### config.mk
export PLATFORM = sky130hd
export DESIGN_NAME = sme_queue
export DESIGN_NICKNAME = d
export VERILOG_FILES = /design/src/rtl/sme_pkg.sv /design/src/rtl/sme_queue.sv
export SDC_FILE = /design/constraint.sdc
export NUM_CORES = 1
export LEC_CHECK = 0
export ABC_CLOCK_PERIOD_IN_PS = 2500
export BUFFER_PORTS_ARGS = -buffer_cell sky130_fd_sc_hd__buf_2
export CORE_MARGIN = 2
export CORE_UTILIZATION = 41
export DETAILED_ROUTE_END_ITERATION = 16
export HOLD_SLACK_MARGIN = 0.05
export PLACE_DENSITY = 0.67
export SLEW_MARGIN = 0
export SYNTH_ARGS = -nofsm -noshare
export SYNTH_HDL_FRONTEND = slang
export SYNTH_SLANG_ARGS = --single-unit
### constraint.sdc
create_clock -name clk_i -period 2.5 [get_ports clk_i]
set_input_delay 0 -clock clk_i [delete_from_list [all_inputs] [get_ports clk_i]]
set_output_delay 0 -clock clk_i [all_outputs]
set_load 0.005 [all_outputs]
### src/rtl/sme_pkg.sv
// ----------------------------------------------------------------------------
// Stack machine executor package
// Shared widths, action codes, decoded operations, status codes and the
// structs passed between the front end, the queue and the execution back end.
// ----------------------------------------------------------------------------
package sme_pkg;

  localparam int unsigned ACTION_W    = 4;
  localparam int unsigned WORD_W      = 32;
  localparam int unsigned STATUS_W    = 2;
  localparam int unsigned COUNT_W     = 16;
  localparam int unsigned IN_DATA_W   = 40;
  localparam int unsigned QUEUE_DEPTH = 2;
  localparam int unsigned QPTR_W      = 1;
  localparam int unsigned QCNT_W      = 2;
  localparam int unsigned DIV_CNT_W   = 6;

  localparam logic [COUNT_W-1:0]   LIMIT_RESET = 16'd10000;
  localparam logic [DIV_CNT_W-1:0] DIV_STEPS   = 6'd32;

  // Action codes as they arrive on the input stream
  localparam logic [ACTION_W-1:0] ACT_NOP   = 4'd0;
  localparam logic [ACTION_W-1:0] ACT_PUSH  = 4'd1;
  localparam logic [ACTION_W-1:0] ACT_POP   = 4'd2;
  localparam logic [ACTION_W-1:0] ACT_ADD   = 4'd3;
  localparam logic [ACTION_W-1:0] ACT_SUB   = 4'd4;
  localparam logic [ACTION_W-1:0] ACT_MUL   = 4'd5;
  localparam logic [ACTION_W-1:0] ACT_DIV   = 4'd6;
  localparam logic [ACTION_W-1:0] ACT_PRINT = 4'd7;
  localparam logic [ACTION_W-1:0] ACT_HALT  = 4'd8;

  typedef enum logic [3:0] {
    OP_NOP, OP_PUSH, OP_POP, OP_ADD, OP_SUB, OP_MUL, OP_DIV, OP_PRINT, OP_HALT, OP_BAD
  } op_e;

  typedef enum logic [STATUS_W-1:0] {
    ST_RUNNING = 2'd0,
    ST_HALTED  = 2'd1,
    ST_UNKNOWN = 2'd2,
    ST_LIMIT   = 2'd3
  } status_e;

  typedef enum logic [2:0] {
    BK_IDLE, BK_PRINT, BK_OPB, BK_OPA, BK_EXEC, BK_DIVS, BK_DIVW, BK_DONE
  } back_state_e;

  typedef struct packed {
    op_e               op;
    logic [WORD_W-1:0] imm;
  } cmd_t;

  typedef struct packed {
    logic              start;
    logic [WORD_W-1:0] dividend;
    logic [WORD_W-1:0] divisor;
  } div_req_t;

  typedef struct packed {
    logic              done;
    logic [WORD_W-1:0] quotient;
  } div_rsp_t;

  typedef struct packed {
    logic              print_valid;
    logic [WORD_W-1:0] printed_value;
    status_e           status;
  } res_t;

endpackage

### src/rtl/sme_queue.sv
// ----------------------------------------------------------------------------
// Stack machine command queue
// Short FIFO of decoded commands between front end and back end.
// ----------------------------------------------------------------------------
module sme_queue (
  input  logic          clk_i,
  input  logic          rst_ni,
  input  logic          in_valid_i,
  output logic          in_ready_o,
  input  sme_pkg::cmd_t in_cmd_i,
  output logic          out_valid_o,
  input  logic          out_ready_i,
  output sme_pkg::cmd_t out_cmd_o
);

  sme_pkg::cmd_t               entries_q [sme_pkg::QUEUE_DEPTH];
  logic [sme_pkg::QPTR_W-1:0]  wr_ptr_q, wr_ptr_d, rd_ptr_q, rd_ptr_d;
  logic [sme_pkg::QCNT_W-1:0]  count_q, count_d;
  logic                        push, pop;

  assign in_ready_o  = count_q < sme_pkg::QCNT_W'(sme_pkg::QUEUE_DEPTH);
  assign out_valid_o = count_q != '0;
  assign push        = in_valid_i && in_ready_o;
  assign pop         = out_ready_i && out_valid_o;
  assign out_cmd_o   = entries_q[rd_ptr_q];

  always_comb begin
    wr_ptr_d = push ? wr_ptr_q + 1'b1 : wr_ptr_q;
    rd_ptr_d = pop ? rd_ptr_q + 1'b1 : rd_ptr_q;
    count_d  = count_q;
    if (push && !pop) begin
      count_d = count_q + 1'b1;
    end else if (pop && !push) begin
      count_d = count_q - 1'b1;
    end
  end

  always_ff @(posedge clk_i or negedge rst_ni) begin
    if (!rst_ni) begin
      wr_ptr_q <= '0;
      rd_ptr_q <= '0;
      count_q  <= '0;
    end else begin
      wr_ptr_q <= wr_ptr_d;
      rd_ptr_q <= rd_ptr_d;
      count_q  <= count_d;
    end
  end

  always_ff @(posedge clk_i) begin
    if (push) begin
      entries_q[wr_ptr_q] <= in_cmd_i;
    end
  end

endmodule

======== Yosys cells after proc, flatten, opt, wreduce, memory -nomap -nowiden ========
Memories as Yosys holds them, arrays and structs flattened.
Index checks and enable logic that the tools add are counted.
word-level totals
  bits in registers ....................... 4
  logic and storage cells ................. 21
  memories kept ........................... 1
  bits in writable memories ............... 72
  output and inout port bits .............. 38
  input port bits ......................... 40
cells by class
  add/sub/neg operators ................... 4
  reduce and logical (&&, ||, !) cells .... 8
  $lt $le $gt $ge ......................... 1
  multiplexer cells ....................... 4
memories
  memory     depth  width  read ports  clocked after Yosys merged registers in  wr ports  line             text
  entries_q  2      36     1           0                                        1         sme_queue.sv:16  sme_pkg::cmd_t entries_q [sme_pkg::QUEUE_DEPTH];
operator list
  operator               number
  $logic_and A1 B1 Y1    4
  $mux W2                2
  $reduce_bool A2 Y1     2
  $add A1 B1 Y1 const B  2
  $add A2 B1 Y2 const B  1
  $logic_not A1 Y1       2
  $lt A2 B2 Y1 const B   1
  $mux W1                2
  $sub A2 B1 Y2 const B  1

======== Longest topological paths before layout ========
Gate-level depths: netlist (run 1).
  depth in word-level cells ............... 6
  depth in mapped cells ................... 6
  gate-level depth less buffers ........... 6

======== Worst setup path before layout (run 1) ========
No wires, ideal clock.
  kind .................................... register to register
  from .................................... register count_q[1] in the netlist's numbering
  to ...................................... memory entries_q[0][0] in the netlist's numbering, enable pin
  clock period less this slack ............ 2.691 ns
  arrival time ............................ 2.258 ns
  required time ........................... 2.066 ns
  buffers on the path ..................... 0
  stages on the path, launching flop included .. 3
  setup slack ............................. -0.191 ns
  setup time .............................. 0.434 ns
  cells stage by stage .................... dfrtp_1 > nor2b_1 > nor2b_1
between the ends
  word-level cells in the longest chain between the ends .. 4
ends and longest elaborated chain
  item                           line             text
  from (decl)                    sme_queue.sv:18  logic [sme_pkg::QCNT_W-1:0] count_q, count_d;
  from (signal assigned)         sme_queue.sv:46  count_q <= count_d;
  $lt A2 B2 Y1                   sme_queue.sv:21  assign in_ready_o = count_q < sme_pkg::QCNT_W'(sme_pkg::QUEUE_DEPTH);
  $logic_and A1 B1 Y1            sme_queue.sv:23  assign push = in_valid_i && in_ready_o;
  via push                       sme_queue.sv:19  logic push, pop;
  $mux W1                        sme_queue.sv:51  if (push) begin
  $mux W1 (not written as such)  sme_queue.sv:52  entries_q[wr_ptr_q] <= in_cmd_i;
  to (decl)                      sme_queue.sv:16
The timed path passes the listed nets, and every way through them passes these cells.

==> flow_summary.ini, run 1 <==
[run_status]
status = complete, no violations

[sta]
hold_violations = 0
grt_setup_unrepaired = no
fin_hold_ws_ns = 0.121
fin_setup_tns_ns = 0
fin_skew_ns = 0.00679
fin_crit_sh_pct = 76.0
max-slew-margin-rel_pct = 61.6
setup-violations-final = 0
max_freq_mhz = 527
setup_ws_ns = 0.601
period_minus_slack_ns = 1.90
tightest_slew_ns = 0.576
drv_slew = 0

[floorplan]
design.core.area_mm2 = 0.00687
die_area_mm2 = 0.00787
die_x_um = 88.7
io_pins = 78
num_rows = 30
die_h_um = 88.7
initial_core_util_pct = 42.8

[layout]
final_cells = 358
final_common_cell = buf_2
final_cell_mix = buf_2 (77), edfxtp_1 (72), dlygate4sd3_1 (39), mux2_4 (29), clkbuf_8 (9)
nets = 298
areaGrowthSynthToFinish_pct = 37.0
final_cell_area_mm2 = 0.00403
drive_gt1_share_pct = 51.5
antenna_cells = 0
fillers = 534

[grt]
grt_usage_pct = 13.2
grtUsageMet1_pct = 16.5
antenna_found_initial = 0
use_met3_pct = 4.66
grt_overflow = 0
met2_usage_pct = 21.0
grt_max_degree = 37
grt_pass1_wl_um = 7520
first_global_vias = 1598
top_usage_layer = met2

[synth]
syn-num-nets = 170
avgSynthCellArea_um2 = 22.8
synth_mux_area_share_pct = 17.5
synth.top_cell.area_share_pct = 73.5
synth_cell_types = 15
synth.largest_area_cell = edfxtp_1
synth_compound_area_share_pct = 0
synth_area_leaders = edfxtp_1 (74%), mux2_4 (15%), dfrtp_1 (3.4%)
synth_top_family_by_area = multiplexers
syn-cell-area_mm2 = 0.00294
synth_adder_area_share_pct = 0.426
synth_xor_area_share_pct = 1.49
synth_seq_area_share_pct = 76.9
synthCells = 129
synth-simple-area-share_pct = 1.11
synth-seq-cells = 76
yosys_warnings = 0

[pwr]
ir_worst_vdd_uv = 589
power_density_mw_per_mm2 = 982
leakagePower_nw = 1.61

[detailed_routing]
route.detailed.drc = 0
drtIter0Drc = 75
viasPerCell = 4.42
vias = 1581
avgRoutedWirePerCell_um = 13.9
dr.pass1.iters = 4
drt-total-wl_um = 4970
ant_nets = 0

[hold_path]
min_path_type = input port to flop

[setup_path]
critPathArrivalTime_ns = 1.90
crit_type = flop to primary output
crit_path_start_kind = flop
required_ns = 2.50
worst_setup_path_end_kind = primary output
critPathMaxFanout = 19

[clock_tree]
clk_latency_ns = 0.33
cts_hold_buf = 39
cts_root_buffer = clkbuf_8
post_cts_resize_count = 0
tritoncts = built
postCtsSetupBuffers = 0
htree_levels = 3
cts_made_buffers = 9
cts_sinks = 76
clk_pin_slew_ns = 0.07
clock_path_buffers = 2

[place]
hpwl_um = 3190
numPlacedInstances = 303
io_buffers = 77
dp_slack_ns = 0.734
place_area_mm2 = 0.00342
gp_congestion = 0.699

[flow_run]
cap_violations = 0
## registers in the layout, summed over array words and instances, names as in the netlist
name,cells
count_q,2
entries_q,72
wr_ptr_q,1
rd_ptr_q,1
## cells by family (layout without fill, tap and decap cells)
group                    count (synthesis)  in the layout
XOR/XNOR                                 5              5
adder cells (fa/ha/maj)                  1              1
buffers and inverters                    5            138
flip-flops                              76             76
multiplexers                            36             36
AND/OR/NAND/NOR                          6              6
## area by class of cell
class	instances	area, um2	share of cell area, %
multi-input combinational	48	612	15.2
clock buffer	9	124	3.08
inverter	1	3.75	0.0932
sequential	76	2260	56.2
tap	96	120	2.98
timing repair buffer	121	813	20.2
clock inverter	7	91.3	2.27
## metrics by stage
stage	power [mW]	utilization, %
after floorplan	2.65	-
after detailed placement	2.98	49.8
after CTS	4.01	58.6
after global placement	2.96	49.8
final	3.96	58.6
after global routing	4.17	58.6
## per-layer routing
metal	vias up	routed length (um)
li1	756	-
met1	763	2210
met4	0	53
met2	56	2400
met5	-	0
met3	6	311
## cell usage after synthesis
master and number:
mux2_4 29, dfrtp_1 4, buf_6 1, inv_1 1, buf_12 3, nor2b_1 2, mux2_2 7, nor2_1 1
xnor2_1 3, xor2_1 2, edfxtp_1 72, and2_1 1, or2_1 1, ha_1 1, nand2_1 1
## power breakdown
| group | internal (mW) | switching (mW) | total [mW] |
|---|---|---|---|
| clock network | 0.556 | 0.425 | 0.981 |
| registers | 1.68 | 0.147 | 1.82 |
| logic | 0.692 | 0.460 | 1.15 |
| total | 2.92 | 1.03 | 3.96 |
## final timing paths
kind,start,end,slack [ns],cells past startpoint
setup / recovery,rd_ptr_q,out_cmd_o[10],0.60,3
hold / removal,in_valid_i,wr_ptr_q,0.12,3
setup reg to reg,count_q[1],entries_q[1][24],0.76,3
hold reg to reg,count_q[0],count_q[0],0.52,1
max in group asynchronous,rst_ni,rd_ptr_q,1.74,3
min in group asynchronous,rst_ni,count_q[1],0.57,3
## worst max-delay path, cell delays in order (launching register included)
cell,delay [ns]
dfrtp_2,0.74
buf_4,0.33
mux2_2,0.36
buf_2,0.13
(Power assumes the default switching activity.)
==> run 2, diff against run 1 <==
--- a/config.mk
+++ b/config.mk
@@ -5,13 +5,12 @@
 export SDC_FILE = /design/constraint.sdc
 export NUM_CORES = 1
 export LEC_CHECK = 0
-export ABC_CLOCK_PERIOD_IN_PS = 2500
+export ABC_CLOCK_PERIOD_IN_PS = 1800
 export BUFFER_PORTS_ARGS = -buffer_cell sky130_fd_sc_hd__buf_2
 export CORE_MARGIN = 2
 export CORE_UTILIZATION = 41
 export DETAILED_ROUTE_END_ITERATION = 16
 export HOLD_SLACK_MARGIN = 0.05
-export PLACE_DENSITY = 0.67
 export SLEW_MARGIN = 0
 export SYNTH_ARGS = -nofsm -noshare
 export SYNTH_HDL_FRONTEND = slang
==> constraint.sdc (replaced) <==
create_clock -name clk_i -period 1.8 [get_ports clk_i]
set_input_delay 0 -clock clk_i [delete_from_list [all_inputs] [get_ports clk_i]]
set_output_delay 0 -clock clk_i [all_outputs]
set_load 0.005 [all_outputs]
==> run 2 against run 1 <==
Net effect:
- clock power increased by 14%
- utilization decreased by 0.073 points
- largest cell class unchanged
- clock skew decreased by 0.0014 ns
- combinational power increased by 52%
- setup slack got worse by 0.33 ns
- critical endpoint unchanged
- design area decreased by 0.12%
- via count increased by 0.19%
- first-iteration DRC count decreased by 2.7%
==> flow_summary.ini, run 2 (same netlist as run 1, synthesis figures left out) <==
[layout]
drive_gt1_share_pct = 52.1
nets = 299
antenna_cells = 0
regMostFlops = entries_q
final_common_cell = buf_2
areaGrowthSynthToFinish_pct = 36.8
final_cell_mix = buf_2 (77), edfxtp_1 (72), dlygate4sd3_1 (39), mux2_4 (29), clkbuf_8 (9)
reg_top3 = entries_q: 72 flops, count_q: 2 flops
final_cells = 359
largest_register_ffs = 72

[setup_path]
max_stage_delay_ns = 0.39
crit_family = buffers and inverters
reg2reg_from = count_q[1]
crit_start = rd_ptr_q
r2r_setup_slack_ns = 0.32
crit_type = flop to primary output
path_cells = buf_4 > mux2_2 > buf_2
worst_r2r_path_depth = 3
critPathArrivalTime_ns = 1.53
worst-path-buf-inv = 2
crit_slowest_cell = mux2_2
crit_path_start_kind = flop
required_ns = 1.80
worst_setup_path_end_kind = primary output
critPathMaxFanout = 20
r2r-end = entries_q[1][27]

[detailed_routing]
drtIter0Drc = 73
viasPerCell = 4.41
drt-total-wl_um = 4980
ant_nets = 0
dr.pass1.iters = 4
avgRoutedWirePerCell_um = 13.9
vias = 1584
route.detailed.drc = 0

[grt]
grt_max_degree = 21
grt_pass1_wl_um = 7380
grt_overflow = 0
first_global_vias = 1601
antenna_found_initial = 0
grt_usage_pct = 13.0

[floorplan]
die_area_mm2 = 0.00787
die_x_um = 88.7
num_rows = 30
die_h_um = 88.7
design.core.area_mm2 = 0.00687
io_pins = 78
initial_core_util_pct = 42.8

[clock_tree]
cts_sinks = 76
postCtsSetupBuffers = 0
htree_levels = 3
clk_latency_ns = 0.33
clk_pin_slew_ns = 0.08
clock_path_buffers = 2
tritoncts = built
cts_root_buffer = clkbuf_8
cts_made_buffers = 9

[pwr]
ir_worst_vdd_uv = 944
power_density_mw_per_mm2 = 1320
leakagePower_nw = 1.60
finalPower_mw = 5.30

[sta]
drv_slew = 0
max-slew-margin-rel_pct = 77.8
max_freq_mhz = 655
period_minus_slack_ns = 1.53
fin_setup_tns_ns = 0
fin_crit_sh_pct = 84.8
fin_skew_ns = 0.00539
tightest_slew_ns = 0.333
grt_setup_unrepaired = no
hold_violations = 0
setup-violations-final = 0

[run_status]
status = complete, no violations

[flow_run]
cap_violations = 0

[place]
hpwl_um = 3440
io_buffers = 77
gp_congestion = 0.705
numPlacedInstances = 304

[hold_path]
holdPathStages = 3
hold_path_end = wr_ptr_q
min_from = in_valid_i
min_path_type = input port to flop
-- run 2: final cells by class --
cell class                 count  area (um2)
clock inverter                 6        50.0
timing repair buffer         122         846
multi-input combinational     48         612
tap                           96         120
clock buffer                  10         128
fill                         540        2850
sequential                    76        2260
inverter                       1        3.75
-- run 2: metal layers --
metal  GRT usage, %  routed length, um
met5              0                  0
met4           5.79                 37
met3           3.73                270
met2           23.5               2750
met1           14.2               1930
-- run 2: repair_timing --
action	4_1_cts	5_1_grt
endpoints found under the hold margin	77	0
hold buffers	39	0
gates resized for setup	0	0
endpoints found under the setup margin	0	0
-- run 2: power breakdown --
group | total, mW | internal, mW | leakage [nW] | switching [mW]
combinational | 1.75 | 1.00 | 0.815 | 0.751
clock | 1.12 | 0.512 | 0.0831 | 0.605
sequential | 2.43 | 2.33 | 0.707 | 0.104
-- run 2: worst max-delay path by stage --
stage               slack, ns  cells after the start          endpoint
floorplan                0.16                      2   entries_q[0][0]
global placement         0.39                      3  entries_q[0][27]
detailed placement       0.34                      3  entries_q[0][27]
CTS                      0.24                      3     out_cmd_o[10]
global route             0.21                      3     out_cmd_o[10]
finish                   0.27                      3     out_cmd_o[10]
-- run 2: worst reg2reg max path, delay by kind of cell, from the launching register on --
family | cells | cell delay, ns
buf+inv | 1 | 0.26
flops | 1 | 0.40
simple gates | 2 | 0.51
-- run 2: metrics by stage --
step           cell area, um2  setup slack [ns]  hold slack, ns  utilization (%)
5_1_grt                  4020             0.207           0.114             58.6
4_1_cts                  4020             0.237          0.0906             58.6
2_1_floorplan            2950             0.161          -0.296                -
3_3_place_gp             3450             0.394          -0.195             50.3
3_5_place_dp             3450             0.339          -0.187             50.3
6_report                 4020             0.274           0.113             58.6
==> run 3, diff against run 2 <==
--- a/config.mk
+++ b/config.mk
@@ -5,12 +5,13 @@
 export SDC_FILE = /design/constraint.sdc
 export NUM_CORES = 1
 export LEC_CHECK = 0
-export ABC_CLOCK_PERIOD_IN_PS = 1800
+export ABC_CLOCK_PERIOD_IN_PS = 1360
 export BUFFER_PORTS_ARGS = -buffer_cell sky130_fd_sc_hd__buf_2
 export CORE_MARGIN = 2
 export CORE_UTILIZATION = 41
 export DETAILED_ROUTE_END_ITERATION = 16
 export HOLD_SLACK_MARGIN = 0.05
+export PLACE_DENSITY = 0.67
 export SLEW_MARGIN = 0
 export SYNTH_ARGS = -nofsm -noshare
 export SYNTH_HDL_FRONTEND = slang
==> constraint.sdc (replaced) <==
create_clock -name clk_i -period 1.36 [get_ports clk_i]
set_input_delay 0 -clock clk_i [delete_from_list [all_inputs] [get_ports clk_i]]
set_output_delay 0 -clock clk_i [all_outputs]
set_load 0.005 [all_outputs]
==> run 3 against run 2 <==
Net effect:
- the run now ends with setup timing left
- register-to-register slack got worse by 0.31 ns
- first-iteration DRC count increased by 44%
- design area increased by 12%
- clock power increased by 58%
- clock-buffer cell count increased by 1
- die area unchanged
- total power increased by 63%
==> flow_summary.ini, run 3 (same netlist as run 1, synthesis figures left out) <==
[place]
dp_slack_ns = 0.0416
gp_congestion = 0.660
place_area_mm2 = 0.00351
io_buffers = 77
numPlacedInstances = 305

[grt]
grt_overflow = 0
grt_max_degree = 21
first_global_vias = 1695
grt_pass1_wl_um = 8170
antenna_found_initial = 0
grt_usage_pct = 14.7

[setup_path]
critPathMaxFanout = 8
r2r_setup_slack_ns = 0.01
max_stage_delay_ns = 0.43
crit_path_start_kind = flop
crit_top_cell = buf_6
required_ns = 1.36
crit_slowest_cell = dfrtp_2
critPathArrivalTime_ns = 1.49
path_cells = buf_6 > buf_12 > mux2_4 > buf_6
crit_type = flop to primary output
worst_setup_path_end_kind = primary output

[floorplan]
design.core.area_mm2 = 0.00687
io_pins = 78
die_x_um = 88.7
die_area_mm2 = 0.00787
die_h_um = 88.7
num_rows = 30
initial_core_util_pct = 42.8

[sta]
setup-violations-final = 36
fin_skew_ns = 0.00660
fin_crit_sh_pct = 110
drv_slew = 0
max_freq_mhz = 670
setup_ws_ns = -0.133
hold_violations = 0
tightest_slew_ns = 0.203
period_minus_slack_ns = 1.49
max-slew-margin-rel_pct = 86.4
grt_setup_unrepaired = yes
fin_hold_ws_ns = 0.154
fin_setup_tns_ns = -3.93

[flow_run]
cap_violations = 0

[detailed_routing]
ant_nets = 0
viasPerCell = 4.27
avgRoutedWirePerCell_um = 14.2
drtIter0Drc = 105
dr.pass1.iters = 4
vias = 1575
drt-total-wl_um = 5250
route.detailed.drc = 0

[clock_tree]
cts_root_buffer = clkbuf_8
cts_made_buffers = 9
tritoncts = built
clk_latency_ns = 0.33
clock_path_buffers = 2
cts_sinks = 76
clk_pin_slew_ns = 0.07
htree_levels = 3

[layout]
reg_top3 = entries_q: 72 flops, count_q: 2 flops
final_common_cell = edfxtp_1
antenna_cells = 0
largest_register_ffs = 72
fillers = 490
drive_gt1_share_pct = 54.6
post-route-util_pct = 65.8
final_cell_mix = edfxtp_1 (72), buf_2 (43), dlygate4sd3_1 (39), mux2_4 (36), buf_6 (36)
final_cell_area_mm2 = 0.00452
areaGrowthSynthToFinish_pct = 53.8
regMostFlops = entries_q
final_cells = 369
nets = 309

[pwr]
leakagePower_nw = 1.82
ir_worst_vdd_uv = 1210
power_density_mw_per_mm2 = 1920
finalPower_mw = 8.66

[hold_path]
min_path_type = input port to flop

[run_status]
status = complete, but fails checks
violations = setup timing
==> run 3: cell types whose count changed in the layout (fill, tap and decap cells not counted), sizes merged <==
cell,delta
clkbuf,+1
buf,+10
clkinv,-1
clkinvlp,-1
inv,-1
bufinv,+2
==> run 3: timing repair <==
| item | CTS | global route |
|---|---|---|
| buffers inserted | 6 | 2 |
| gates resized for setup | 35 | 20 |
| endpoints found under the setup margin | 36 | 69 |
| hold buffers | 39 | 0 |
| pin swaps | 0 | 3 |
| endpoints found under the hold margin | 77 | 0 |
| gates cloned | 4 | 0 |
==> run 3: report_power, final <==
| group | switching (mW) | total, mW | leakage [nW] | internal [mW] |
|---|---|---|---|---|
| registers | 0.144 | 3.22 | 0.707 | 3.08 |
| clock network | 0.742 | 1.77 | 0.101 | 1.03 |
| logic | 1.29 | 3.67 | 1.02 | 2.38 |
| total | 2.18 | 8.66 | 1.82 | 6.49 |
==> run 3: worst max-delay path: cells and delay by family, from the launching register on <==
family                 cells  cell delay [ns]
flip-flops                 1             0.43
multiplexers               1             0.31
buffers and inverters      3             0.41
==> run 3: final timing paths <==
check	from	endpoint	cells past startpoint
worst max-delay path	rd_ptr_q	out_cmd_o[10]	4
worst min-delay path	in_valid_i	wr_ptr_q	4
worst max register to register	count_q[1]	count_q[1]	6
worst min register to register	wr_ptr_q	wr_ptr_q	1
max in group asynchronous	rst_ni	rd_ptr_q	3
min in group asynchronous	rst_ni	count_q[0]	3
==> run 3: cell type report <==
type                       instances  area [um2]  share of cell area [%]
clock inverter                     5        76.3                    1.69
multi-input combinational         48         663                    14.7
inverter                           1        3.75                  0.0830
sequential                        76        2260                    50.1
tap                               96         120                    2.66
clock buffer                      11         131                    2.91
timing repair buffer             132        1260                    27.9
==> run 3: layer usage <==
| metal | GRT usage, % | vias to the layer above | wire, um |
|---|---|---|---|
| li1 | - | 779 | - |
| met1 | 18.5 | 737 | 2240 |
| met2 | 23.4 | 55 | 2640 |
| met3 | 5.04 | 4 | 318 |
| met4 | 5.79 | 0 | 47 |
| met5 | 0 | - | 0 |
