`src/rtl/sme_pkg.sv`:
```
// ----------------------------------------------------------------------------
// Stack machine executor package
// Shared widths, action codes, decoded operations, status codes and the
// structs passed between the front end, the queue and the execution back end.
// ----------------------------------------------------------------------------
package sme_pkg;

  localparam int unsigned ACTION_W    = 4;
  localparam int unsigned WORD_W      = 32;
  localparam int unsigned STATUS_W    = 2;
  localparam int unsigned COUNT_W     = 16;
  localparam int unsigned IN_DATA_W   = 40;
  localparam int unsigned QUEUE_DEPTH = 2;
  localparam int unsigned QPTR_W      = 1;
  localparam int unsigned QCNT_W      = 2;
  localparam int unsigned DIV_CNT_W   = 6;

  localparam logic [COUNT_W-1:0]   LIMIT_RESET = 16'd10000;
  localparam logic [DIV_CNT_W-1:0] DIV_STEPS   = 6'd32;

  // Action codes as they arrive on the input stream
  localparam logic [ACTION_W-1:0] ACT_NOP   = 4'd0;
  localparam logic [ACTION_W-1:0] ACT_PUSH  = 4'd1;
  localparam logic [ACTION_W-1:0] ACT_POP   = 4'd2;
  localparam logic [ACTION_W-1:0] ACT_ADD   = 4'd3;
  localparam logic [ACTION_W-1:0] ACT_SUB   = 4'd4;
  localparam logic [ACTION_W-1:0] ACT_MUL   = 4'd5;
  localparam logic [ACTION_W-1:0] ACT_DIV   = 4'd6;
  localparam logic [ACTION_W-1:0] ACT_PRINT = 4'd7;
  localparam logic [ACTION_W-1:0] ACT_HALT  = 4'd8;

  typedef enum logic [3:0] {
    OP_NOP, OP_PUSH, OP_POP, OP_ADD, OP_SUB, OP_MUL, OP_DIV, OP_PRINT, OP_HALT, OP_BAD
  } op_e;

  typedef enum logic [STATUS_W-1:0] {
    ST_RUNNING = 2'd0,
    ST_HALTED  = 2'd1,
    ST_UNKNOWN = 2'd2,
    ST_LIMIT   = 2'd3
  } status_e;

  typedef enum logic [2:0] {
    BK_IDLE, BK_PRINT, BK_OPB, BK_OPA, BK_EXEC, BK_DIVS, BK_DIVW, BK_DONE
  } back_state_e;

  typedef struct packed {
    op_e               op;
    logic [WORD_W-1:0] imm;
  } cmd_t;

  typedef struct packed {
    logic              start;
    logic [WORD_W-1:0] dividend;
    logic [WORD_W-1:0] divisor;
  } div_req_t;

  typedef struct packed {
    logic              done;
    logic [WORD_W-1:0] quotient;
  } div_rsp_t;

  typedef struct packed {
    logic              print_valid;
    logic [WORD_W-1:0] printed_value;
    status_e           status;
  } res_t;

endpackage

```
`src/rtl/sme_front.sv`:
```
// ----------------------------------------------------------------------------
// Stack machine front end
// Accepts input transactions, decodes the action code into an operation
// class and holds the decoded command in a register stage.
// ----------------------------------------------------------------------------
module sme_front (
  input  logic                          clk_i,
  input  logic                          rst_ni,
  input  logic                          in_valid_i,
  output logic                          in_ready_o,
  input  logic [sme_pkg::IN_DATA_W-1:0] in_data_i,
  output logic                          cmd_valid_o,
  input  logic                          cmd_ready_i,
  output sme_pkg::cmd_t                 cmd_o
);

  logic          valid_q, valid_d;
  sme_pkg::cmd_t cmd_q, cmd_d;
  sme_pkg::op_e  op_dec;
  logic          take;

  always_comb begin
    case (in_data_i[sme_pkg::ACTION_W-1:0])
      sme_pkg::ACT_NOP:   op_dec = sme_pkg::OP_NOP;
      sme_pkg::ACT_PUSH:  op_dec = sme_pkg::OP_PUSH;
      sme_pkg::ACT_POP:   op_dec = sme_pkg::OP_POP;
      sme_pkg::ACT_ADD:   op_dec = sme_pkg::OP_ADD;
      sme_pkg::ACT_SUB:   op_dec = sme_pkg::OP_SUB;
      sme_pkg::ACT_MUL:   op_dec = sme_pkg::OP_MUL;
      sme_pkg::ACT_DIV:   op_dec = sme_pkg::OP_DIV;
      sme_pkg::ACT_PRINT: op_dec = sme_pkg::OP_PRINT;
      sme_pkg::ACT_HALT:  op_dec = sme_pkg::OP_HALT;
      default:            op_dec = sme_pkg::OP_BAD;
    endcase
  end

  assign in_ready_o = !valid_q || cmd_ready_i;
  assign take       = in_valid_i && in_ready_o;

  always_comb begin
    valid_d = valid_q;
    cmd_d   = cmd_q;
    if (take) begin
      valid_d   = 1'b1;
      cmd_d.op  = op_dec;
      cmd_d.imm = in_data_i[sme_pkg::ACTION_W +: sme_pkg::WORD_W];
    end else if (cmd_ready_i) begin
      valid_d = 1'b0;
    end
  end

  always_ff @(posedge clk_i or negedge rst_ni) begin
    if (!rst_ni) begin
      valid_q <= 1'b0;
    end else begin
      valid_q <= valid_d;
    end
  end

  always_ff @(posedge clk_i) begin
    cmd_q <= cmd_d;
  end

  assign cmd_valid_o = valid_q;
  assign cmd_o       = cmd_q;

endmodule

```
`config.mk`:
```
export PLATFORM = sky130hd
export DESIGN_NAME = sme_front
export DESIGN_NICKNAME = d
export VERILOG_FILES = /design/src/rtl/sme_pkg.sv /design/src/rtl/sme_front.sv
export SDC_FILE = /design/constraint.sdc
export NUM_CORES = 1
export LEC_CHECK = 0
export ABC_AREA = 0
export BUFFER_PORTS_ARGS = -buffer_cell sky130_fd_sc_hd__buf_2
export CAP_MARGIN = 40
export CORE_MARGIN = 8
export CORE_UTILIZATION = 29
export DETAILED_ROUTE_END_ITERATION = 16
export PLACE_DENSITY_LB_ADDON = 0.08
export SETUP_SLACK_MARGIN = 0.2
export SYNTH_ARGS = -nofsm -noshare
export SYNTH_HDL_FRONTEND = slang
export SYNTH_SLANG_ARGS = --single-unit
```
`constraint.sdc`:
```
create_clock -name clk_i -period 3.08 [get_ports clk_i]
set_clock_uncertainty 0.05 [all_clocks]
set_input_delay 0.308 -clock clk_i [delete_from_list [all_inputs] [get_ports clk_i]]
set_output_delay 0.308 -clock clk_i [all_outputs]
set_load 0.01 [all_outputs]
```
# After elaboration in Yosys (flattened, before gate mapping)
# Memories as Yosys holds them, arrays and structs flattened. A register that Yosys moved wholly into a read port is not among the register bits.
# Index checks and enable logic that the tools add are counted.
# word_totals
romBits,64
ff_bits,33
mem_bits_rw,0
latch_bits,0
output_inout_bits,38
memories,1
# op_classes
eq_ne,0
div,0
mux,2
bitwise_logic,0
add_sub_neg,0
n_mul,0
reduce_logical,4
n_shift,0
n_lt_le_gt_ge,0
# mem_list
memory,depth,word_bits,read_ports,rd_ports_with_merged_regs,write_ports,line,rtl
(name not given),16,4,1,1,0,sme_front.sv:23,case (in_data_i[sme_pkg::ACTION_W-1:0])
# op_table
cell,n
$mux W1,2
$reduce_bool A2 Y1,1
$logic_and A1 B1 Y1,1
$logic_not A1 Y1,1
$logic_or A1 B1 Y1,1

# Logic depth before layout (Yosys ltp)
# Gate-level depths: netlist of the first run.
# depth
ltp_word,4
ltp_mapped,2
mapped_depth_nobuf,2

# Least setup slack after synthesis of the first run
# Ideal clock, no wire load.
# synth_path
kind,reg2reg
start,register valid_q (netlist: cmd_valid_o)
end,"register cmd_q, in the netlist cmd_o[0], enable pin"
path_buffers,0
stages_incl_launch_ff,3
setup_time_ps,346
arrival_ps,895
period_less_slack_ps,1292
setup_slack_ps,1788
path_cell_list,dfrtp_1 -> nand2b_4 -> and2_4
# synth_via
elab_chain_len,3
# synth_lines
item,line,rtl
start: declaration,sme_front.sv:17,"logic valid_q, valid_d;"
start signal: assignment,sme_front.sv:56,valid_q <= valid_d;
$logic_not A1 Y1,sme_front.sv:37,assign in_ready_o = !valid_q || cmd_ready_i;
$logic_or A1 B1 Y1,sme_front.sv:37,
named net in_ready_o,sme_front.sv:10,"output logic in_ready_o,"
$logic_and A1 B1 Y1,sme_front.sv:38,assign take = in_valid_i && in_ready_o;
named net take,sme_front.sv:20,logic take;
end signal: assignment,sme_front.sv:61,cmd_q <= cmd_d;
end: declaration,sme_front.sv:18,"sme_pkg::cmd_t cmd_q, cmd_d;"
# The timed path passes the listed nets, and every way through them passes these cells.
# A chain may end at the register's enable or synchronous reset.

# Worst setup path after layout of the first run
# layout_path
start,register valid_q (netlist: cmd_valid_o)
end,"register cmd_q, in the netlist cmd_o[27], enable pin"
# layout_via
elab_chain_len,3
# layout_lines
item,line
$logic_not A1 Y1,sme_front.sv:37
$logic_or A1 B1 Y1,sme_front.sv:37
$logic_and A1 B1 Y1,sme_front.sv:38
named net take,sme_front.sv:20
# The timed path passes the listed nets, and every way through them passes these cells.

==> run summary, run 1 <==
* sky130_fd_sc_hd__buf_2 — most common cell after layout, fill and taps aside
* 95.5% — sequential fraction of the synthesis area
* 803 — vias in the first global route
* 79.2 µm — die extent in x
* 26.3 µm² — mean cell area of the mapped netlist
* 0 — number of antenna violations at the first check in global routing
* built — CTS tree
* 2 — CTS H-tree depth
* 0.661 — gpl congestion
* 1.70 ns — worst slack at placement
* 1.21 ns — data arrival time of the critical path
* 37 — synthesized flop and latch total
* 0.457 ns — Worst Tran Pin Value
* 29.6% — Initial Util
* nand2b_4 -> and2_4 — Critical Path, Cell by Cell
* 0.727 nW — Lkg Pwr
* 0 — final hold violations
* 7 — Cell variety after synth
* 0.44 ns — Max stage delay on crit path
* 0 — final-report setup violation count
* 6270 µm² — area enclosed by the die boundary
* sky130_fd_sc_hd__buf_2 (77), sky130_fd_sc_hd__edfxtp_1 (36), sky130_fd_sc_hd__clkbuf_8 (5) — commonest non-fill, non-tap cells in the layout
* 44 — number of cells produced by synthesis
* 0.000296 V — Worst VDD drop
* 0 — Synth warnings
* 0 — # DRC
* 0.07 ns — clock-pin slew of the registers on the worst-case setup and hold paths
* simple AND/OR/NAND/NOR gates — Top Family by Delay on Critical Path
* 0 — number of nets with antenna violations after routing
* 3 — first-pass detailed-route iteration total
* 8.42% — all-layer global routing usage
* 3880 µm — first-pass GRT wire length
* 43.4% — part of the cycle the worst path needs
* 69.6% — Max-slew headroom
* 82 — I/O Pins
* 0.27 ns — later-pin clock latency in the skew report
* 0 — sum of buffers and inverters on the critical path
* 77 — Buffers on Ports
* flop — endpoint type of the worst setup path
* 46.5% — area grow syn2layout
* 93.3% — share of the synthesized area in the top cell type
* 2.96 ns — endpoint required time on the critical path
* 88 — net count after synthesis
* 0.148 ns — Final Hold Slack
* 2 — largest buffer count on any clock path
* 0 — Pins Over Slew Limit
* 37 — largest net degree at the start of global routing
* 79.2 µm — height of the die
* 3910 µm² — Core Footprint
* 14.4 µm — WL/cell
* 5 — number of buffers added by the clock tree synthesis step
* 0 — Gates resized, CTS repair
* 1.34 ns — min Tclk post-route
* 1.74 ns — min setup slack post-route
* 1 — number of hold buffers added after cts
* sky130_fd_sc_hd__clkbuf_8 — library cell used as clock root buffer
* 36 — largest fanout of any net on the critical path
* 37 — clock sink count
* sky130_fd_sc_hd__edfxtp_1 (93%), sky130_fd_sc_hd__dfrtp_1 (2.2%), sky130_fd_sc_hd__nand2b_4 (1.2%), sky130_fd_sc_hd__nand2b_1 (1.1%), sky130_fd_sc_hd__nor2b_1 (1.1%) — top cells by area in the synthesized netlist
* 0 — setup repair bufs after CTS
* 43.4% — final core area utilization
* 577 nW/µm² — cell area power density
* finished clean — outcome
* 173 — final net count
* 375 — filler instances
* 45 — initial drt markers
* sky130_fd_sc_hd__edfxtp_1 — largest area contributor in the netlist
* reg2reg — CP Class
* 65.4% — layout cells sized above 1
* false — RSZ-0062 raised after global routing
* 0 — total of max-cap violations
* 0 — GRT Residual Overflow
* 3.95 — number of vias per cell
* 2600 µm — detailed-route wire length
* 23 — number of rows created at floorplan
* 0 ns — setup TNS after final layout
* 711 — DR vias
* in2reg — Hold/Removal Path Class
* sky130_fd_sc_hd__and2_4 — critical-path cell with the highest stage delay
* 1160 µm² — netlist area before placement
* flop — startpoint type of the worst setup path
* 748 MHz — timing-limited maximum frequency
* 0 — number of inserted diodes
* 1.74 ns — register-to-register path setup slack
==> cells by family after synthesis <==
group and share of synthesized area [%]:
flip-flops 95.5, AO/OA/AOI/OAI 0.432, AND/OR/NAND/NOR 4.10
==> synth_stat cells (all sizes together) <==
cell and count:
nand2b 3, edfxtp 36, o21ai 1, and2 1
nor2b 2, dfrtp 1
==> final timing paths <==
path                       depth (start not counted)     endpoint          start
setup / recovery                                   2    cmd_o[27]    cmd_valid_o
hold / removal                                     1    cmd_o[14]  in_data_i[18]
setup reg to reg                                   2    cmd_o[27]    cmd_valid_o
hold reg to reg                                    2  cmd_valid_o    cmd_valid_o
max in group asynchronous                          2  cmd_valid_o         rst_ni
min in group asynchronous                          2  cmd_valid_o         rst_ni
==> per-stage QoR <==
step                      area, µm²  instances  power (mW)
final                          1700        180       0.979
after global routing           1700        180        1.03
after CTS                      1700        180       0.995
after detailed placement       1610        171       0.689
after global placement         1610        171       0.688
after floorplan                1160         44       0.633
==> layer usage <==
metal / share of wire [%] / wire, µm / global-route usage [%] / up-vias
met2: 51 / 1320 / 13.9 / 44
met4: 1.5 / 40 / 3.89 / 0
met1: 33 / 863 / 7.35 / 321
met3: 14 / 371 / 6.55 / 7
met5: 0 / 0 / 0 / -
li1: - / - / - / 339
==> layout make-up <==
class	count	area (µm²)	share of cell area (%)
clock buffer	5	68.8	4.05
clock inverter	3	12.5	0.737
multi-input combinational	7	52.6	3.10
sequential	37	1110	65.1
tap	50	62.6	3.68
timing repair buffer	78	395	23.3
==> state kept, by name (all words and copies together), names as in the netlist <==
register     flops
cmd_valid_o      1
cmd_o           36
==> power by group <==
part / switching (mW) / internal (mW) / total [mW] / leakage, nW
registers: 0.00654 / 0.586 / 0.593 / 0.354
logic: 0.0445 / 0.0392 / 0.0836 / 0.330
clock network: 0.151 / 0.152 / 0.303 / 0.0430
Note: power is estimated with default switching activity, not from simulation.
==> inputs of run 2 (changes only) <==
--- a/config.mk
+++ b/config.mk
@@ -5,7 +5,7 @@
 export SDC_FILE = /design/constraint.sdc
 export NUM_CORES = 1
 export LEC_CHECK = 0
-export ABC_AREA = 0
+export ABC_AREA = 1
 export BUFFER_PORTS_ARGS = -buffer_cell sky130_fd_sc_hd__buf_2
 export CAP_MARGIN = 40
 export CORE_MARGIN = 8
==> constraint.sdc (replaced) <==
create_clock -name clk_i -period 1.2 [get_ports clk_i]
set_clock_uncertainty 0.05 [all_clocks]
set_input_delay 0.12 -clock clk_i [delete_from_list [all_inputs] [get_ports clk_i]]
set_output_delay 0.12 -clock clk_i [all_outputs]
set_load 0.01 [all_outputs]
==> run 2 against run 1 <==
  * Critical path depth stayed put
  * Highest routed layer unchanged
  * Sequential cell count stayed put
  * Fmax is 15% higher
  * Combinational power grew to 3.9 times the previous value
  * Largest power group unchanged
  * Total power grew to 2.7 times the previous value
  * Count of clock-buffer cells in the layout is 3 higher
  * Global-route usage is 1.4 points higher
  * First-iteration DRC count is 31% lower
  * Critical path type unchanged
  * Register-to-register slack worse by 1.7 ns
==> run summary, run 2 <==
* 840 — DR vias, +18%
* 0 — GRT Residual Overflow, unchanged
* 13.4 µm — WL/cell, -7.1%
* sky130_fd_sc_hd__edfxtp_1 (36), sky130_fd_sc_hd__inv_1 (5), sky130_fd_sc_hd__nand2_1 (3) — most used standard cells in the synthesized netlist
* 49 — number of cells produced by synthesis, +11%
* 0.42 ns — Max stage delay on crit path, -0.02 ns
* 93.7% — share of the synthesized area in the top cell type, +0.40 points
* 20 — largest net degree at the start of global routing, -46%
* 0 — number of inserted diodes, unchanged
* 79.1 µm — height of the die, -0.17%
* 220 — Non-Filler Instances, +22%
* 0 — number of nets with antenna violations after routing, unchanged
* flop — endpoint type of the worst setup path
* 0.000599 V — Worst VDD drop, +100%
* 7 — Cell variety after synth, unchanged
* 93 — net count after synthesis, +5.7%
* 0 — Pins Over Slew Limit, unchanged
* 36 — number of flip-flops under the largest register name, unchanged
* 859 MHz — timing-limited maximum frequency, +15%
* 0 — number of antenna violations at the first check in global routing, unchanged
* 3910 µm² — Core Footprint, unchanged
* a21oi_4 -> buf_12 — Critical Path, Cell by Cell
* 12.3% — Comb power frac, +3.8 points
* 37 — synthesized flop and latch total, unchanged
* cmd_valid_o — Critical Path Start
* 0 ns — setup TNS after final layout, unchanged
* 2 — number of cells on the worst reg-to-reg path, unchanged
* 82 — I/O Pins, unchanged
* in2reg — Hold/Removal Path Class
* 95.9% — sequential fraction of the synthesis area, +0.41 points
* 50.6% — layout cells sized above 1, -15 points
* 97.1% — part of the cycle the worst path needs, +54 points
* 4 — first-pass detailed-route iteration total, +1
* true — RSZ-0062 raised after global routing
* 2 — CTS H-tree depth, unchanged
* sky130_fd_sc_hd__clkbuf_8 — library cell used as clock root buffer
* 5 — number of buffers added by the clock tree synthesis step, unchanged
* sky130_fd_sc_hd__buf_2 — most common cell after layout, fill and taps aside
* 178 — total instance count after detailed placement, +4.1%
* 1.14 ns — endpoint required time on the critical path, -1.82 ns
* 1.10 ns — data arrival time of the critical path, -0.11 ns
* 23.5 µm² — mean cell area of the mapped netlist, -11%
* 9.77% — all-layer global routing usage, +1.4 points
* 0 — # DRC, unchanged
* 3.82 — number of vias per cell, -3.3%
* 23 — number of rows created at floorplan, unchanged
* 1.16 ns — min Tclk post-route, -0.172 ns
* 0.04 ns — register-to-register path setup slack, -1.71 ns
* 4570 µm — first-pass GRT wire length, +18%
* 2 — largest buffer count on any clock path, unchanged
* 0 — final hold violations, unchanged
* sky130_fd_sc_hd__buf_2 (76), sky130_fd_sc_hd__edfxtp_1 (36), sky130_fd_sc_hd__dlygate4sd3_1 (33) — commonest non-fill, non-tap cells in the layout
* 57.8% — relative contribution of sequential cells to total power, -2.7 points
* sky130_fd_sc_hd__dfrtp_1 — critical-path cell with the highest stage delay
* 29.5% — Initial Util, -0.13 points
* 956 — vias in the first global route, +19%
* 0 — total of max-cap violations, unchanged
* 2.70% — share of flip-flops with an asynchronous set or reset after synthesis, unchanged
* 86.6% — Max-slew headroom, +17 points
* sky130_fd_sc_hd__edfxtp_1 — most used standard cell by instance count after synthesis
* sky130_fd_sc_hd__edfxtp_1 — largest area contributor in the netlist
* 6250 µm² — area enclosed by the die boundary, -0.34%
* 355 — filler instances, -5.3%
* 31 — initial drt markers, -31%
* cmd_o[1] — CP Capture Point
* 2.10 mW — P_int, +170%
* 0.07 ns — clock-pin slew of the registers on the worst-case setup and hold paths, about the same
* reg2reg — CP Class
* 29.9% — Clk network pwr share, -1.0 points
* 0.0352 ns — min setup slack post-route, -1.71 ns
* 0.0427 ns — worst slack at placement, -1.66 ns
* 213 — final net count, +23%
* cmd_valid_o — beginning of the worst register-to-register path
* 2950 µm — detailed-route wire length, +14%
* sky130_fd_sc_hd__edfxtp_1 (94%), sky130_fd_sc_hd__dfrtp_1 (2.2%), sky130_fd_sc_hd__inv_1 (1.6%), sky130_fd_sc_hd__nand2_1 (0.98%), sky130_fd_sc_hd__nor2_1 (0.65%) — top cells by area in the synthesized netlist
* 77 — Buffers on Ports, unchanged
* 0.201 ns — Worst Tran Pin Value, -0.256 ns
* cmd_o[1] — FF-to-FF End
* 1270 nW/µm² — cell area power density, +120%
* 80.0% — area grow syn2layout
* 0.623 — gpl congestion, -5.8%
* 37 — clock sink count, unchanged
* built — CTS tree
* 0.901 nW — Lkg Pwr, +24%
* 0 — final-report setup violation count, unchanged
* 0.532 mW — switching power, +160%
* 19 — largest fanout of any net on the critical path, -47%
* 2210 µm — detailed-placement wirelength estimate
* flop — startpoint type of the worst setup path
* 79.1 µm — die extent in x, -0.17%
* 0.28 ns — later-pin clock latency in the skew report, about the same
* 0 — Synth warnings, unchanged
* 36 — number of enable-type register cells in the synthesized netlist, unchanged
* 1150 µm² — netlist area before placement, -0.43%
* sky130_fd_sc_hd__edfxtp_1 — most instantiated flip-flop cell in the synthesis netlist
* 20.2% — Sw Ratio, -0.43 points
* 0.0242 ns — Final Hold Slack, -0.124 ns
* finished clean — outcome
-- run 2: cell count changes after synthesis, moves of 2 or more --
| cell | delta |
|---|---|
| sky130_fd_sc_hd__inv_1 | +5 |
| sky130_fd_sc_hd__nor2b_1 | -2 |
| sky130_fd_sc_hd__nor2_1 | +2 |
| sky130_fd_sc_hd__nand2b_1 | -2 |
| sky130_fd_sc_hd__nand2_1 | +3 |
-- run 2: power groups by stage --
stage               Sequential [mW]  Combinational (mW)  Clock [mW]
finish                         1.52               0.324       0.788
detailed placement             1.55               0.243           0
floorplan                      1.59              0.0369           0
global route                   1.53               0.354       0.884
global placement               1.55               0.239           0
CTS                            1.52               0.330       0.829
-- run 2: logic make-up (layout without fill, tap and decap cells) --
logic type	Yosys count	count (layout)	synth area share, %
DFF	37	37	95.9
and+or+nand+nor	5	5	1.63
buffers and inverters	5	126	1.63
AOI/OAI and AO/OA	2	2	0.867
-- run 2: final cells by class --
| type | count | area (µm²) | share of cell area [%] |
|---|---|---|---|
| Tap cell | 50 | 62.6 | 3.01 |
| Clock buffer | 8 | 80.1 | 3.86 |
| Multi-Input combinational cell | 7 | 40.0 | 1.93 |
| Inverter | 5 | 18.8 | 0.904 |
| Sequential cell | 37 | 1110 | 53.3 |
| Timing Repair Buffer | 113 | 769 | 37.0 |
-- run 2: worst max-delay path, delay by kind of cell (launching register included) --
kind                   cells  cell delay, ns
buffers and inverters      1            0.19
AO/OA/AOI/OAI              1            0.22
flip-flops                 1            0.42
-- run 2: worst min path at each step --
| stage | start | endpoint | slack (ns) | cells past startpoint |
|---|---|---|---|---|
| floorplan | rst_ni | cmd_valid_o | -0.23 | 0 |
| global placement | rst_ni | cmd_valid_o | -0.15 | 1 |
| detailed placement | rst_ni | cmd_valid_o | -0.15 | 1 |
| CTS | in_valid_i | cmd_valid_o | 0.008 | 3 |
| global route | in_data_i[3] | cmd_o[35] | 0.02 | 1 |
| finish | in_valid_i | cmd_valid_o | 0.02 | 3 |
-- run 2: timing repair --
item	4_1_cts	5_1_grt
pin swaps	1	0
hold buffers	33	0
setup buffers	1	0
setup endpoints to repair	39	54
gates resized for setup	0	1
endpoints found under the hold margin	33	0
gates cloned	0	0
-- run 2: layer usage --
metal / global-route usage (%) / part of all wire [%] / wire length, µm / vias to the layer above
li1: - / - / - / 421
met1: 8.66 / 33 / 968 / 371
met2: 17.7 / 56 / 1640 / 42
met3: 5.64 / 10 / 302 / 6
met4: 3.89 / 1.3 / 38 / 0
met5: 0 / 0 / 0 / -
-- run 2: per-stage QoR --
stage / utilization, % / cell area [µm²] / power (mW)
2_1_floorplan: - / 1160 / 1.63
3_3_place_gp: 42.2 / 1650 / 1.79
3_5_place_dp: 42.2 / 1650 / 1.79
4_1_cts: 52.9 / 2070 / 2.68
5_1_grt: 53.1 / 2080 / 2.76
6_report: 53.1 / 2080 / 2.63
==> inputs of run 3 (changes only) <==
--- a/config.mk
+++ b/config.mk
@@ -8,7 +8,7 @@
 export ABC_AREA = 1
 export BUFFER_PORTS_ARGS = -buffer_cell sky130_fd_sc_hd__buf_2
 export CAP_MARGIN = 40
-export CORE_MARGIN = 8
+export CORE_MARGIN = 2
 export CORE_UTILIZATION = 29
 export DETAILED_ROUTE_END_ITERATION = 16
 export PLACE_DENSITY_LB_ADDON = 0.08
==> run 3 against run 2 <==
  * Sequential share of layout area increased by 0.88 points
  * Total power decreased by 0.21%
  * Cell count decreased by 1.8%
  * Clock power increased by 2%
  * Worst hold slack got worse by 0.010 ns
  * Wire length decreased by 16%
  * Sequential cell count unchanged
  * Global-route usage increased by 1.8 points
  * Die area decreased by 28%
  * Largest cell class unchanged
  * Combinational power decreased by 6%
  * Sequential power about the same
  * Highest routed layer is now met3
==> run summary, run 3 (synthesized netlist as in run 2, its figures left out) <==
* 0 — total of max-cap violations, unchanged
* 37 — clock sink count, unchanged
* 5 — number of buffers added by the clock tree synthesis step, unchanged
* 0 — number of inserted diodes, unchanged
* 11.5% — all-layer global routing usage, +1.8 points
* 2480 µm — detailed-route wire length, -16%
* 22 — number of rows created at floorplan, -4.3%
* 82 — I/O Pins, unchanged
* 36 — largest fanout of any net on the critical path, +17
* 36 — initial drt markers, +16%
* 1.12 ns — endpoint required time on the critical path, -0.02 ns
* 87.1% — Max-slew headroom, +0.54 points
* 3740 µm² — Core Footprint, -4.3%
* 77 — Buffers on Ports, unchanged
* 848 — vias in the first global route, -11%
* 1630 µm² — cell area reported after detailed placement, -1.4%
* 0 — GRT Residual Overflow, unchanged
* 4 — first-pass detailed-route iteration total, unchanged
* 857 MHz — timing-limited maximum frequency, -0.20%
* sky130_fd_sc_hd__buf_2 — most common cell after layout, fill and taps aside
* 0.000749 V — Worst VDD drop, +25%
* 0 — Pins Over Slew Limit, unchanged
* 0 — number of antenna violations at the first check in global routing, unchanged
* reg2reg — CP Class
* 1630 µm — detailed-placement wirelength estimate, -26%
* 1.17 ns — min Tclk post-route, +0.00239 ns
* 97.3% — part of the cycle the worst path needs, +0.20 points
* 54.6% — final core area utilization, +1.5 points
* 11.5 µm — WL/cell, -14%
* true — RSZ-0062 raised after global routing
* 0.665 — gpl congestion, +6.7%
* 0 — setup repair bufs after CTS, -1
* 67.1 µm — die extent in x, -15%
* 0.07 ns — clock-pin slew of the registers on the worst-case setup and hold paths, about the same
* 0.193 ns — Worst Tran Pin Value, -0.00768 ns
* sky130_fd_sc_hd__buf_2 (77), sky130_fd_sc_hd__edfxtp_1 (36), sky130_fd_sc_hd__dlygate4sd3_1 (33) — commonest non-fill, non-tap cells in the layout
* finished clean — outcome
* 2 — largest buffer count on any clock path, unchanged
* 37 — largest net degree at the start of global routing, +85%
* 1290 nW/µm² — cell area power density, +1.4%
* 175 — total instance count after detailed placement, -1.7%
* 0 — final-report setup violation count, unchanged
* 77.1% — area grow syn2layout
* 2 — CTS H-tree depth, unchanged
* flop — startpoint type of the worst setup path
* 0 — # DRC, unchanged
* 3680 µm — first-pass GRT wire length, -19%
* 326 — filler instances, -8.2%
* 1.09 ns — data arrival time of the critical path, about the same
* built — CTS tree
* 0 — number of nets with antenna violations after routing, unchanged
* 36 — number of flip-flops under the largest register name, unchanged
* 0.27 ns — later-pin clock latency in the skew report, about the same
* 67.1 µm — height of the die, -15%
* 844 — DR vias, +0.48%
* 4500 µm² — area enclosed by the die boundary, -28%
* 0 — final hold violations, unchanged
* 3.91 — number of vias per cell, +2.3%
* 0.890 nW — Lkg Pwr, -1.1%
* 2040 µm² — final standard cell area without fillers, -1.6%
* in2reg — Hold/Removal Path Class
* 211 — final net count, -0.94%
* flop — endpoint type of the worst setup path
* 51.2% — layout cells sized above 1, +0.60 points
* 30.8% — Initial Util, +1.3 points
* sky130_fd_sc_hd__clkbuf_8 — library cell used as clock root buffer
* 216 — Non-Filler Instances, -1.8%
* 2.63 mW — total power, -0.21%
## run 3: area by class of cell
| cell class | instances | area [µm²] | share of cell area, % |
|---|---|---|---|
| sequential | 37 | 1110 | 54.1 |
| timing repair buffer | 111 | 736 | 36.0 |
| inverter | 5 | 18.8 | 0.919 |
| clock buffer | 6 | 72.6 | 3.55 |
| tap | 48 | 60.1 | 2.94 |
| multi-input combinational | 7 | 40.0 | 1.96 |
| clock inverter | 2 | 10.0 | 0.490 |
## run 3: metrics by stage
| step | TNS [ns] | setup WS (ns) | hold slack (ns) |
|---|---|---|---|
| after CTS | 0 | 0.0291 | 0.00576 |
| after detailed placement | 0 | 0.0407 | -0.150 |
| after floorplan | -12.76 | -0.355 | -0.226 |
| after global placement | 0 | 0.0566 | -0.155 |
| after global routing | 0 | 0.00718 | 0.0254 |
| final | 0 | 0.0329 | 0.0141 |
## run 3: critical path, stage by stage, from the launching register on
cell and delay (ns):
sky130_fd_sc_hd__dfrtp_1 0.42, sky130_fd_sc_hd__a21oi_4 0.16, sky130_fd_sc_hd__buf_12 0.22
## run 3: routing by layer
metal	track usage (%)	routed length, µm
met1	11.0	823
met2	21.8	1390
met3	5.91	268
met4	2.30	0
met5	0	0
## run 3: repair_timing
| item | in CTS | in global routing |
|---|---|---|
| hold buffers | 33 | 0 |
| endpoints found under the setup margin | 38 | 47 |
| hold endpoints to repair | 33 | 0 |
| pin swaps | 0 | 1 |
| gates resized for setup | 0 | 0 |
## run 3: path summary, 6_finish.rpt
path | startpoint | endpoint | slack (ns) | cells past startpoint
worst min register to register | cmd_valid_o | cmd_valid_o | 0.53 | 2
worst max register to register | cmd_valid_o | cmd_o[26] | 0.03 | 2
min in group asynchronous | rst_ni | cmd_valid_o | 0.11 | 2
worst max-delay path | cmd_valid_o | cmd_o[26] | 0.03 | 2
max in group asynchronous | rst_ni | cmd_valid_o | 0.90 | 2
worst min-delay path | in_data_i[3] | cmd_o[35] | 0.01 | 1
## run 3: power breakdown
group / leakage, nW / switching, mW / internal [mW]
logic: 0.492 / 0.132 / 0.173
clock network: 0.0450 / 0.401 / 0.402
registers: 0.354 / 0.0163 / 1.50
total: 0.890 / 0.550 / 2.08
